<file path="src/rtl/lbpm_pkg.sv">
// shared types and constants of the led bar power meter
`default_nettype none

package lbpm_pkg;

  localparam int MAG_W    = 16;
  localparam int LEVEL_W  = 8;
  localparam int CFG_IX_W = 3;
  localparam int CFG_D_W  = 16;

  localparam logic [1:0] OP_SAMPLE = 2'd0;
  localparam logic [1:0] OP_ANIM   = 2'd1;
  localparam logic [1:0] OP_LEVEL  = 2'd2;

  localparam logic [CFG_IX_W-1:0] CFG_FS_CONS = 3'd0;
  localparam logic [CFG_IX_W-1:0] CFG_FS_PROD = 3'd1;
  localparam logic [CFG_IX_W-1:0] CFG_BR_CONS = 3'd2;
  localparam logic [CFG_IX_W-1:0] CFG_BR_PROD = 3'd3;
  localparam logic [CFG_IX_W-1:0] CFG_SLEW    = 3'd4;

  localparam logic [MAG_W-1:0]   FS_RESET   = 16'd5000;
  localparam logic [LEVEL_W-1:0] BR_RESET   = 8'd64;
  localparam logic [LEVEL_W-1:0] SLEW_RESET = 8'd4;
  localparam logic [MAG_W-1:0]   MAG_MAX    = 16'hFFFF;

  typedef struct packed {
    logic [1:0]       op;
    logic             producing;
    logic [MAG_W-1:0] magnitude;
  } lbpm_job_t;

  typedef struct packed {
    logic [MAG_W-1:0]   fs_cons;
    logic [MAG_W-1:0]   fs_prod;
    logic [LEVEL_W-1:0] br_cons;
    logic [LEVEL_W-1:0] br_prod;
    logic [LEVEL_W-1:0] slew_step;
  } lbpm_cfg_t;

endpackage

`default_nettype wire

</file>
<file path="src/rtl/lbpm_front.sv">
// front end: accepts input words, drops unused commands, forms jobs
`default_nettype none

module lbpm_front
  import lbpm_pkg::*;
(
  input  wire logic              in_valid,
  output logic                   in_stall,
  input  wire logic [1:0]        command,
  input  wire logic signed [16:0] power_sample,
  input  wire logic              queue_full,
  output logic                   push,
  output lbpm_job_t              job
);

  logic [16:0] neg;

  assign in_stall = queue_full;
  assign neg      = ~power_sample + 17'd1;

  always_comb begin
    job.op        = command;
    job.producing = power_sample[16];
    if (!power_sample[16]) begin
      job.magnitude = power_sample[15:0];
    end else if (neg[16]) begin
      job.magnitude = MAG_MAX;
    end else begin
      job.magnitude = neg[15:0];
    end
    push = in_valid && !queue_full &&
           (command == OP_SAMPLE || command == OP_ANIM || command == OP_LEVEL);
  end

endmodule

`default_nettype wire

</file>
<file path="src/rtl/lbpm_queue.sv">
// two-entry job queue between front and back
`default_nettype none

module lbpm_queue
  import lbpm_pkg::*;
(
  input  wire logic      clk,
  input  wire logic      rst,
  input  wire logic      push,
  input  wire lbpm_job_t push_job,
  output logic           full,
  input  wire logic      pop,
  output lbpm_job_t      pop_job,
  output logic           empty
);

  lbpm_job_t   slot [2];
  logic        wr_ptr;
  logic        rd_ptr;
  logic [1:0]  count;

  assign full    = (count == 2'd2);
  assign empty   = (count == 2'd0);
  assign pop_job = slot[rd_ptr];

  always_ff @(posedge clk) begin
    if (push) begin
      slot[wr_ptr] <= push_job;
    end
  end

  always_ff @(posedge clk) begin
    if (rst) begin
      wr_ptr <= 1'b0;
      rd_ptr <= 1'b0;
      count  <= 2'd0;
    end else begin
      if (push) begin
        wr_ptr <= ~wr_ptr;
      end
      if (pop) begin
        rd_ptr <= ~rd_ptr;
      end
      unique case ({push, pop})
        2'b10:   count <= count + 2'd1;
        2'b01:   count <= count - 2'd1;
        default: count <= count;
      endcase
    end
  end

endmodule

`default_nettype wire

</file>
<file path="src/rtl/lbpm_back.sv">
// back end: level divider, brightness slew lanes and pixel output register
`default_nettype none

module lbpm_back
  import lbpm_pkg::*;
#(
  parameter int LED_TOTAL = 16
) (
  input  wire logic      clk,
  input  wire logic      rst,
  input  wire lbpm_cfg_t cfg,
  input  wire lbpm_job_t job,
  input  wire logic      job_ready,
  output logic           pop,
  output logic           out_valid,
  input  wire logic      out_stall,
  output logic [5:0]     led_index,
  output logic [7:0]     red_level,
  output logic [7:0]     green_level,
  output logic           last_pixel
);

  localparam int LIT_W  = $clog2(LED_TOTAL + 1);
  localparam int IDX_W  = (LED_TOTAL > 1) ? $clog2(LED_TOTAL) : 1;
  localparam int DIV_SH = MAG_W + $clog2(LED_TOTAL);
  localparam int PROD_W = 2 * MAG_W + 1;
  localparam logic [MAG_W:0] RECIP =
    (MAG_W+1)'(((64'd1 << DIV_SH) + 64'(LED_TOTAL) - 64'd1) / 64'(LED_TOTAL));

  localparam logic [1:0] ST_IDLE = 2'd0;
  localparam logic [1:0] ST_GOAL = 2'd1;
  localparam logic [1:0] ST_EMIT = 2'd2;

  logic [1:0]         state;
  logic               producing;
  logic [MAG_W-1:0]   magnitude;
  logic [LIT_W-1:0]   lit;
  logic [LEVEL_W-1:0] tgt_bright;
  logic [LEVEL_W-1:0] shown [LED_TOTAL];
  logic [LEVEL_W-1:0] slewed [LED_TOTAL];
  logic               changed;

  logic [MAG_W-1:0]   quo;
  logic [MAG_W-1:0]   p_lim;
  logic [LEVEL_W-1:0] bright_l;
  logic [MAG_W-1:0]   acc;
  logic [LIT_W-1:0]   k;
  logic [LIT_W-1:0]   goal;
  logic [IDX_W-1:0]   idx;

  logic [MAG_W-1:0]   fs_cur;
  logic [PROD_W-1:0]  quo_prod;
  logic [PROD_W-1:0]  quo_shift;
  logic [MAG_W-1:0]   quo_calc;
  logic [MAG_W:0]     acc_sum;
  logic               hit;
  logic [LIT_W-1:0]   goal_now;
  logic [LIT_W-1:0]   goal_fin;
  logic [LIT_W-1:0]   lit_next;
  logic               load;
  logic               idx_last;

  // one slew lane per led, target follows from lit count
  always_comb begin
    logic [LEVEL_W-1:0] t;
    logic [LEVEL_W-1:0] s;
    changed = 1'b0;
    for (int i = 0; i < LED_TOTAL; i++) begin
      t = (LIT_W'(i) < lit) ? tgt_bright : '0;
      s = shown[i];
      if (s < t) begin
        slewed[i] = ((t - s) > cfg.slew_step) ? s + cfg.slew_step : t;
        changed   = 1'b1;
      end else if (s > t) begin
        slewed[i] = ((s - t) > cfg.slew_step) ? s - cfg.slew_step : t;
        changed   = 1'b1;
      end else begin
        slewed[i] = s;
      end
    end
  end

  always_comb begin
    fs_cur    = producing ? cfg.fs_prod : cfg.fs_cons;
    quo_prod  = {{(MAG_W+1){1'b0}}, fs_cur} * {{MAG_W{1'b0}}, RECIP};
    quo_shift = quo_prod >> DIV_SH;
    quo_calc  = quo_shift[MAG_W-1:0];
    acc_sum   = {1'b0, acc} + {1'b0, quo};
    hit       = (acc_sum <= {1'b0, p_lim});
    goal_now  = hit ? k + LIT_W'(1) : goal;
    goal_fin  = (quo == '0) ? LIT_W'(LED_TOTAL) : goal_now;
    if (goal_fin > lit) begin
      lit_next = lit + LIT_W'(1);
    end else if (goal_fin < lit) begin
      lit_next = lit - LIT_W'(1);
    end else begin
      lit_next = lit;
    end
    pop      = (state == ST_IDLE) && job_ready;
    load     = (state == ST_EMIT) && (!out_valid || !out_stall);
    idx_last = (idx == IDX_W'(LED_TOTAL - 1));
  end

  always_ff @(posedge clk) begin
    if (rst) begin
      state      <= ST_IDLE;
      producing  <= 1'b0;
      magnitude  <= '0;
      lit        <= '0;
      tgt_bright <= '0;
      out_valid  <= 1'b0;
      for (int i = 0; i < LED_TOTAL; i++) begin
        shown[i] <= '0;
      end
    end else begin
      if (load) begin
        out_valid <= 1'b1;
      end else if (out_valid && !out_stall) begin
        out_valid <= 1'b0;
      end
      unique case (state)
        ST_IDLE: begin
          if (pop) begin
            unique case (job.op)
              OP_SAMPLE: begin
                producing <= job.producing;
                magnitude <= job.magnitude;
              end
              OP_ANIM: begin
                for (int i = 0; i < LED_TOTAL; i++) begin
                  shown[i] <= slewed[i];
                end
                idx <= '0;
                if (changed) begin
                  state <= ST_EMIT;
                end
              end
              OP_LEVEL: begin
                quo      <= quo_calc;
                p_lim    <= (magnitude > fs_cur) ? fs_cur : magnitude;
                bright_l <= producing ? cfg.br_prod : cfg.br_cons;
                acc      <= '0;
                k        <= '0;
                goal     <= '0;
                state    <= ST_GOAL;
              end
              default: begin
              end
            endcase
          end
        end
        ST_GOAL: begin
          acc  <= acc_sum[MAG_W-1:0];
          k    <= k + LIT_W'(1);
          goal <= goal_now;
          if (k == LIT_W'(LED_TOTAL - 1)) begin
            lit        <= lit_next;
            tgt_bright <= bright_l;
            state      <= ST_IDLE;
          end
        end
        ST_EMIT: begin
          if (load) begin
            led_index   <= 6'(idx);
            red_level   <= producing ? '0 : shown[0];
            green_level <= producing ? shown[0] : '0;
            last_pixel  <= idx_last;
            for (int i = 0; i < LED_TOTAL - 1; i++) begin
              shown[i] <= shown[i+1];
            end
            shown[LED_TOTAL-1] <= shown[0];
            idx <= idx + IDX_W'(1);
            if (idx_last) begin
              state <= ST_IDLE;
            end
          end
        end
        default: state <= ST_IDLE;
      endcase
    end
  end

endmodule

`default_nettype wire

</file>
<file path="src/rtl/led_bar_power_meter.sv">
// top level of the led bar power meter: configuration registers and job path
//
// input channel: in_valid, in_stall, command, power_sample; a word is taken
// when in_valid is high and in_stall low. command 0 stores a power sample,
// 1 is an animation tick, 2 a level update tick, 3 is taken and ignored.
// output channel: out_valid, out_stall and one pixel word per led
// (led_index, red_level, green_level, last_pixel); a frame is LED_TOTAL
// words, last_pixel marks the final one.
// configuration: cfg_valid, cfg_ready, cfg_index, cfg_data; cfg_ready is
// always high, writes are meant for idle periods only.
// flow: a two-entry queue sits between the front and the back, so input
// words are taken while the back works. a sample is stored by an idle
// back, an animation tick steps the brightnesses and sends a frame of
// LED_TOTAL pixel words when any changed, a level tick runs the goal count
// pass over all leds; the first pixel word is loaded in the emit state.
// reset (rst, synchronous) clears the control state, brightnesses to zero and
// registers to their defaults. while out_stall is high the pixel word holds
// and the frame pauses; the queue then fills and in_stall rises.
`default_nettype none

module led_bar_power_meter
  import lbpm_pkg::*;
#(
  parameter int LED_TOTAL = 16
) (
  input  wire logic                clk,
  input  wire logic                rst,
  input  wire logic                in_valid,
  output logic                     in_stall,
  input  wire logic [1:0]          command,
  input  wire logic signed [16:0]  power_sample,
  output logic                     out_valid,
  input  wire logic                out_stall,
  output logic [5:0]               led_index,
  output logic [7:0]               red_level,
  output logic [7:0]               green_level,
  output logic                     last_pixel,
  input  wire logic                cfg_valid,
  output logic                     cfg_ready,
  input  wire logic [CFG_IX_W-1:0] cfg_index,
  input  wire logic [CFG_D_W-1:0]  cfg_data
);

  lbpm_cfg_t cfg;
  lbpm_job_t push_job;
  lbpm_job_t pop_job;
  logic      push;
  logic      pop;
  logic      full;
  logic      empty;

  assign cfg_ready = 1'b1;

  always_ff @(posedge clk) begin
    if (rst) begin
      cfg.fs_cons   <= FS_RESET;
      cfg.fs_prod   <= FS_RESET;
      cfg.br_cons   <= BR_RESET;
      cfg.br_prod   <= BR_RESET;
      cfg.slew_step <= SLEW_RESET;
    end else if (cfg_valid && cfg_ready) begin
      unique case (cfg_index)
        CFG_FS_CONS: cfg.fs_cons   <= cfg_data;
        CFG_FS_PROD: cfg.fs_prod   <= cfg_data;
        CFG_BR_CONS: cfg.br_cons   <= cfg_data[LEVEL_W-1:0];
        CFG_BR_PROD: cfg.br_prod   <= cfg_data[LEVEL_W-1:0];
        CFG_SLEW:    cfg.slew_step <= cfg_data[LEVEL_W-1:0];
        default: begin
        end
      endcase
    end
  end

  lbpm_front u_front (
    .in_valid     (in_valid),
    .in_stall     (in_stall),
    .command      (command),
    .power_sample (power_sample),
    .queue_full   (full),
    .push         (push),
    .job          (push_job)
  );

  lbpm_queue u_queue (
    .clk      (clk),
    .rst      (rst),
    .push     (push),
    .push_job (push_job),
    .full     (full),
    .pop      (pop),
    .pop_job  (pop_job),
    .empty    (empty)
  );

  lbpm_back #(
    .LED_TOTAL (LED_TOTAL)
  ) u_back (
    .clk         (clk),
    .rst         (rst),
    .cfg         (cfg),
    .job         (pop_job),
    .job_ready   (!empty),
    .pop         (pop),
    .out_valid   (out_valid),
    .out_stall   (out_stall),
    .led_index   (led_index),
    .red_level   (red_level),
    .green_level (green_level),
    .last_pixel  (last_pixel)
  );

endmodule

`default_nettype wire

</file>
<file path="config.mk">
export PLATFORM = sky130hd
export DESIGN_NAME = led_bar_power_meter
export DESIGN_NICKNAME = d
export VERILOG_FILES = /design/src/rtl/lbpm_pkg.sv /design/src/rtl/lbpm_front.sv /design/src/rtl/lbpm_queue.sv /design/src/rtl/lbpm_back.sv /design/src/rtl/led_bar_power_meter.sv
export SDC_FILE = /design/constraint.sdc
export NUM_CORES = 2
export LEC_CHECK = 0
export ABC_AREA = 1
export BUFFER_PORTS_ARGS = -buffer_cell sky130_fd_sc_hd__buf_2
export CORE_MARGIN = 5
export CORE_UTILIZATION = 36
export CTS_CLUSTER_DIAMETER = 40
export DETAILED_ROUTE_END_ITERATION = 7
export PLACE_DENSITY = 0.59
export SLEW_MARGIN = 10
export SYNTH_ARGS = -nofsm -noshare
export SYNTH_HDL_FRONTEND = slang
export SYNTH_SLANG_ARGS = --single-unit
</file>
<file path="constraint.sdc">
create_clock -name clk -period 7.17 [get_ports clk]
set_input_delay 0 -clock clk [delete_from_list [all_inputs] [get_ports clk]]
set_output_delay 0 -clock clk [all_outputs]
set_load 0.005 [all_outputs]
</file>
==> metrics.md <==
| Metric | Value |
|---|---|
| Status | finished, final reports clean |
| Most frequent cells in the layout | 1238 x nand2_1, 858 x inv_1, 764 x ha_1, 571 x a21oi_1, 513 x nor2_1 |
| Netlist Area Pre-Place | 44700 µm² |
| Arr. time, crit path | 5.91 ns |
| CP required | 7.57 ns |
| Die width | 362 µm |
| I/O Pins | 69 |
| Combinational power share | 0.648 |
| F_max | 181 MHz |
| Max Cap Viol | 0 |
| CTS tree | built |
| Worst Hold Class | in -> reg |
| Share of layout cells above drive strength 1 | 0.0506 |
| R2R depth | 26 |
| Post-place setup slack | 1.76 ns |
| Final ANT Viol Nets | 0 |
| Setup Buffers After CTS | 0 |
| Clk root buf | clkbuf_16 |
| Diodes inserted | 0 |
| Row count | 129 |
| Synthesis Warnings | 0 |
| DRC | 0 |
| Setup repair after global routing missed its margin | false |
| 1st-pass router iterations | 6 |
| GR Util All Layers | 0.226 |
| Clock latency on the worst-skew pair | 0.70 ns |
| Static leakage | 0.0234 µW |
| Worst Skew | 0.0754 ns |
| I/O Buffers | 65 |
| Max incr delay on CP | 0.64 ns |
| Number of antenna violations at the first check in global routing | 2 |
| Flop-to-flop setup slack | 1.66 ns |
| First-pass GRT wire length | 234 mm |
| Grt ovf | 0 |
| Final GP Congestion | 0.946 |
| Final core occ | 0.402 |
| Routed WL per cell | 19.2 µm |
| Final-layout fill cell count | 13015 |
| CTS Buf Count | 76 |
| Mapped Cells | 6257 |
| Via count | 42458 |
| Slew HR | 0.205 |
| Final setup violation count | 0 |
| Final #Nets | 7153 |
| Crit-path slowest cell | nor2_2 |
| Clk pwr share | 0.181 |
| Synth Register Bits | 347 |
| Pwr dens | 404 nW/µm² |
| Largest net degree at the start of global routing | 75 |
| Worst setup SP type | register |
| CP most frequent cell | nand2_1 |
| Maximum vdd drop | 0.190 mV |
| CTS HTree Levels | 3 |
| Worst R2R End | u_back.shown[1][4] |
| Worst Tran Pin Value | 1.19 ns |
| Fin Setup TNS | 0 ns |
| Slew Viols, Final | 0 |
| Hold Crit Depth | 3 |
| Post-cts resize count | 0 |
| Endpoints failing hold | 0 |
| Pint | 9650 µW |
| Maximum clock insertion buffer count | 3 |
| EDFF count, synth | 253 |
| Sequential share of power | 0.171 |
| Final HPWL DP | 113 mm |
| Hold worst-path end | cfg[1] |
| Critical path type | reg -> reg |
| Core Footprint | 124000 µm² |
| P_sw | 10500 µW |
| Vias in the first global route | 40510 |
| Initial core utilization | 0.362 |
| Hold Crit Start | cfg_valid |
| Commonest non-fill, non-tap cell in the layout | nand2_1 |
| Routed WL | 154 mm |
| R2R Path Start | u_back.lit[4] |
| Sequential area share after synthesis | 0.212 |
| Sink Count | 347 |
| Yosys cell types | 54 |
| Sw Share | 0.520 |
| Clock transition at path regs | 0.06 ns |
| Most used DFF post-synth | edfxtp_1 |
| Kind of cell adding the most delay to the critical path | simple AND/OR/NAND/NOR gates |
| Min cycle time layout | 5.51 ns |
| Layout area overhead | 11.2% |
| Initial DRC count | 3356 |
| Buffers & Inverters on Critical Path | 3 |
| Post-route setup slack | 1.66 ns |
| Vias per cell | 5.32 |
| Die area | 131000 µm² |
| Period utilisation layout | 0.768 |
| FFs w/ async S/R, synth | 0 |
| Crit end category | register |
| Die Y | 362 µm |
| Crit-path max FO | 18 |
| Avg Cell Area, Syn | 7.15 µm² |
[cell type report]
| cell class | instances | area [µm²] | area share |
|---|---|---|---|
| inverter | 878 | 3310 | 0.0665 |
| clock inverter | 47 | 591 | 0.0119 |
| clock buffer | 93 | 2060 | 0.0414 |
| multi-input combinational | 4806 | 30900 | 0.622 |
| sequential | 347 | 9490 | 0.191 |
| tap | 1637 | 2050 | 0.0412 |
| timing repair buffer | 172 | 1290 | 0.0260 |
[Yosys cell counts, drive strengths merged, types with 65 or more instances]
cell / instances / area, µm²
buf: 89 / 473
ha: 764 / 9560
o211ai: 107 / 803
o21ai: 505 / 2530
xor2: 297 / 2600
fa: 65 / 1300
a21oi: 572 / 2870
inv: 875 / 3280
clkbuf: 138 / 542
nand3: 319 / 1600
nand2: 1243 / 4680
edfxtp: 253 / 7600
nand4: 93 / 582
dfxtp: 94 / 1880
xnor2: 72 / 631
nor2: 533 / 2080
[worst reg2reg max path: cells and delay by family (launching register included)]
kind | cells | cell delay (ns)
and+or+nand+nor | 16 | 2.79
AOI/OAI and AO/OA | 4 | 0.77
adders and majority gates | 2 | 0.68
DFF | 1 | 0.56
buffers and inverters | 3 | 0.35
xor gates and xnor gates | 1 | 0.13
[metrics by stage]
stage	instance area, µm²	hold WS, ns	total power (µW)	cells
after floorplan	44700	0.0989	13000	6258
after global placement	46400	0.231	16100	7774
final	49700	0.0540	20100	7980
after CTS	49700	0.00863	20000	7980
after global routing	49700	0.0707	22100	7980
after detailed placement	46400	0.235	16200	7774
[cells by family after synthesis]
| family | synth area share |
|---|---|
| other | 0.000168 |
| adders and majority gates | 0.243 |
| AOI/OAI and AO/OA | 0.162 |
| and+or+nand+nor | 0.210 |
| xor gates and xnor gates | 0.0723 |
| muxes | 0.00470 |
| buffers and inverters | 0.0964 |
| DFF | 0.212 |
[power by group through the flow]
stage,Combinational [µW],Clock [µW],Sequential (µW)
6_report,13000,3630,3450
5_1_grt,14800,3780,3480
4_1_cts,12900,3670,3430
3_5_place_dp,12800,0,3460
3_3_place_gp,12600,0,3460
2_1_floorplan,9860,0,3180
[repair_timing]
| action | 4_1_cts | 5_1_grt |
|---|---|---|
| setup endpoints to repair | 0 | 0 |
| hold endpoints to repair | 117 | 0 |
| hold buffers | 66 | 0 |
[metal layers]
metal,wire length (µm),GRT usage
met3,11000,0.0339
met1,66800,0.298
met4,6880,0.0944
met5,0,0
met2,68800,0.369
[registers in the layout, indices dropped and copies added (netlist names), 12 cells and up, named ones only]
signal,flops
u_back.quo,12
u_back.p_lim,16
u_back.shown,128
u_queue.slot,38
u_back.magnitude,16
u_back.acc,16
cfg,56
[worst max-delay path by stage]
stage | start | endpoint | slack (ns) | cells past startpoint
2_1_floorplan | register | u_back.bright_l[0] | 2.00 | 6
3_3_place_gp | u_back.lit[4] | u_back.shown[2][2] | 1.91 | 25
3_5_place_dp | u_back.lit[4] | u_back.shown[1][6] | 1.76 | 26
4_1_cts | u_back.lit[4] | u_back.shown[1][6] | 1.75 | 26
5_1_grt | u_back.quo[0] | u_back.lit[4] | 1.21 | 36
6_report | u_back.lit[4] | u_back.shown[1][4] | 1.66 | 26
Note: power is estimated with default switching activity, not from simulation.
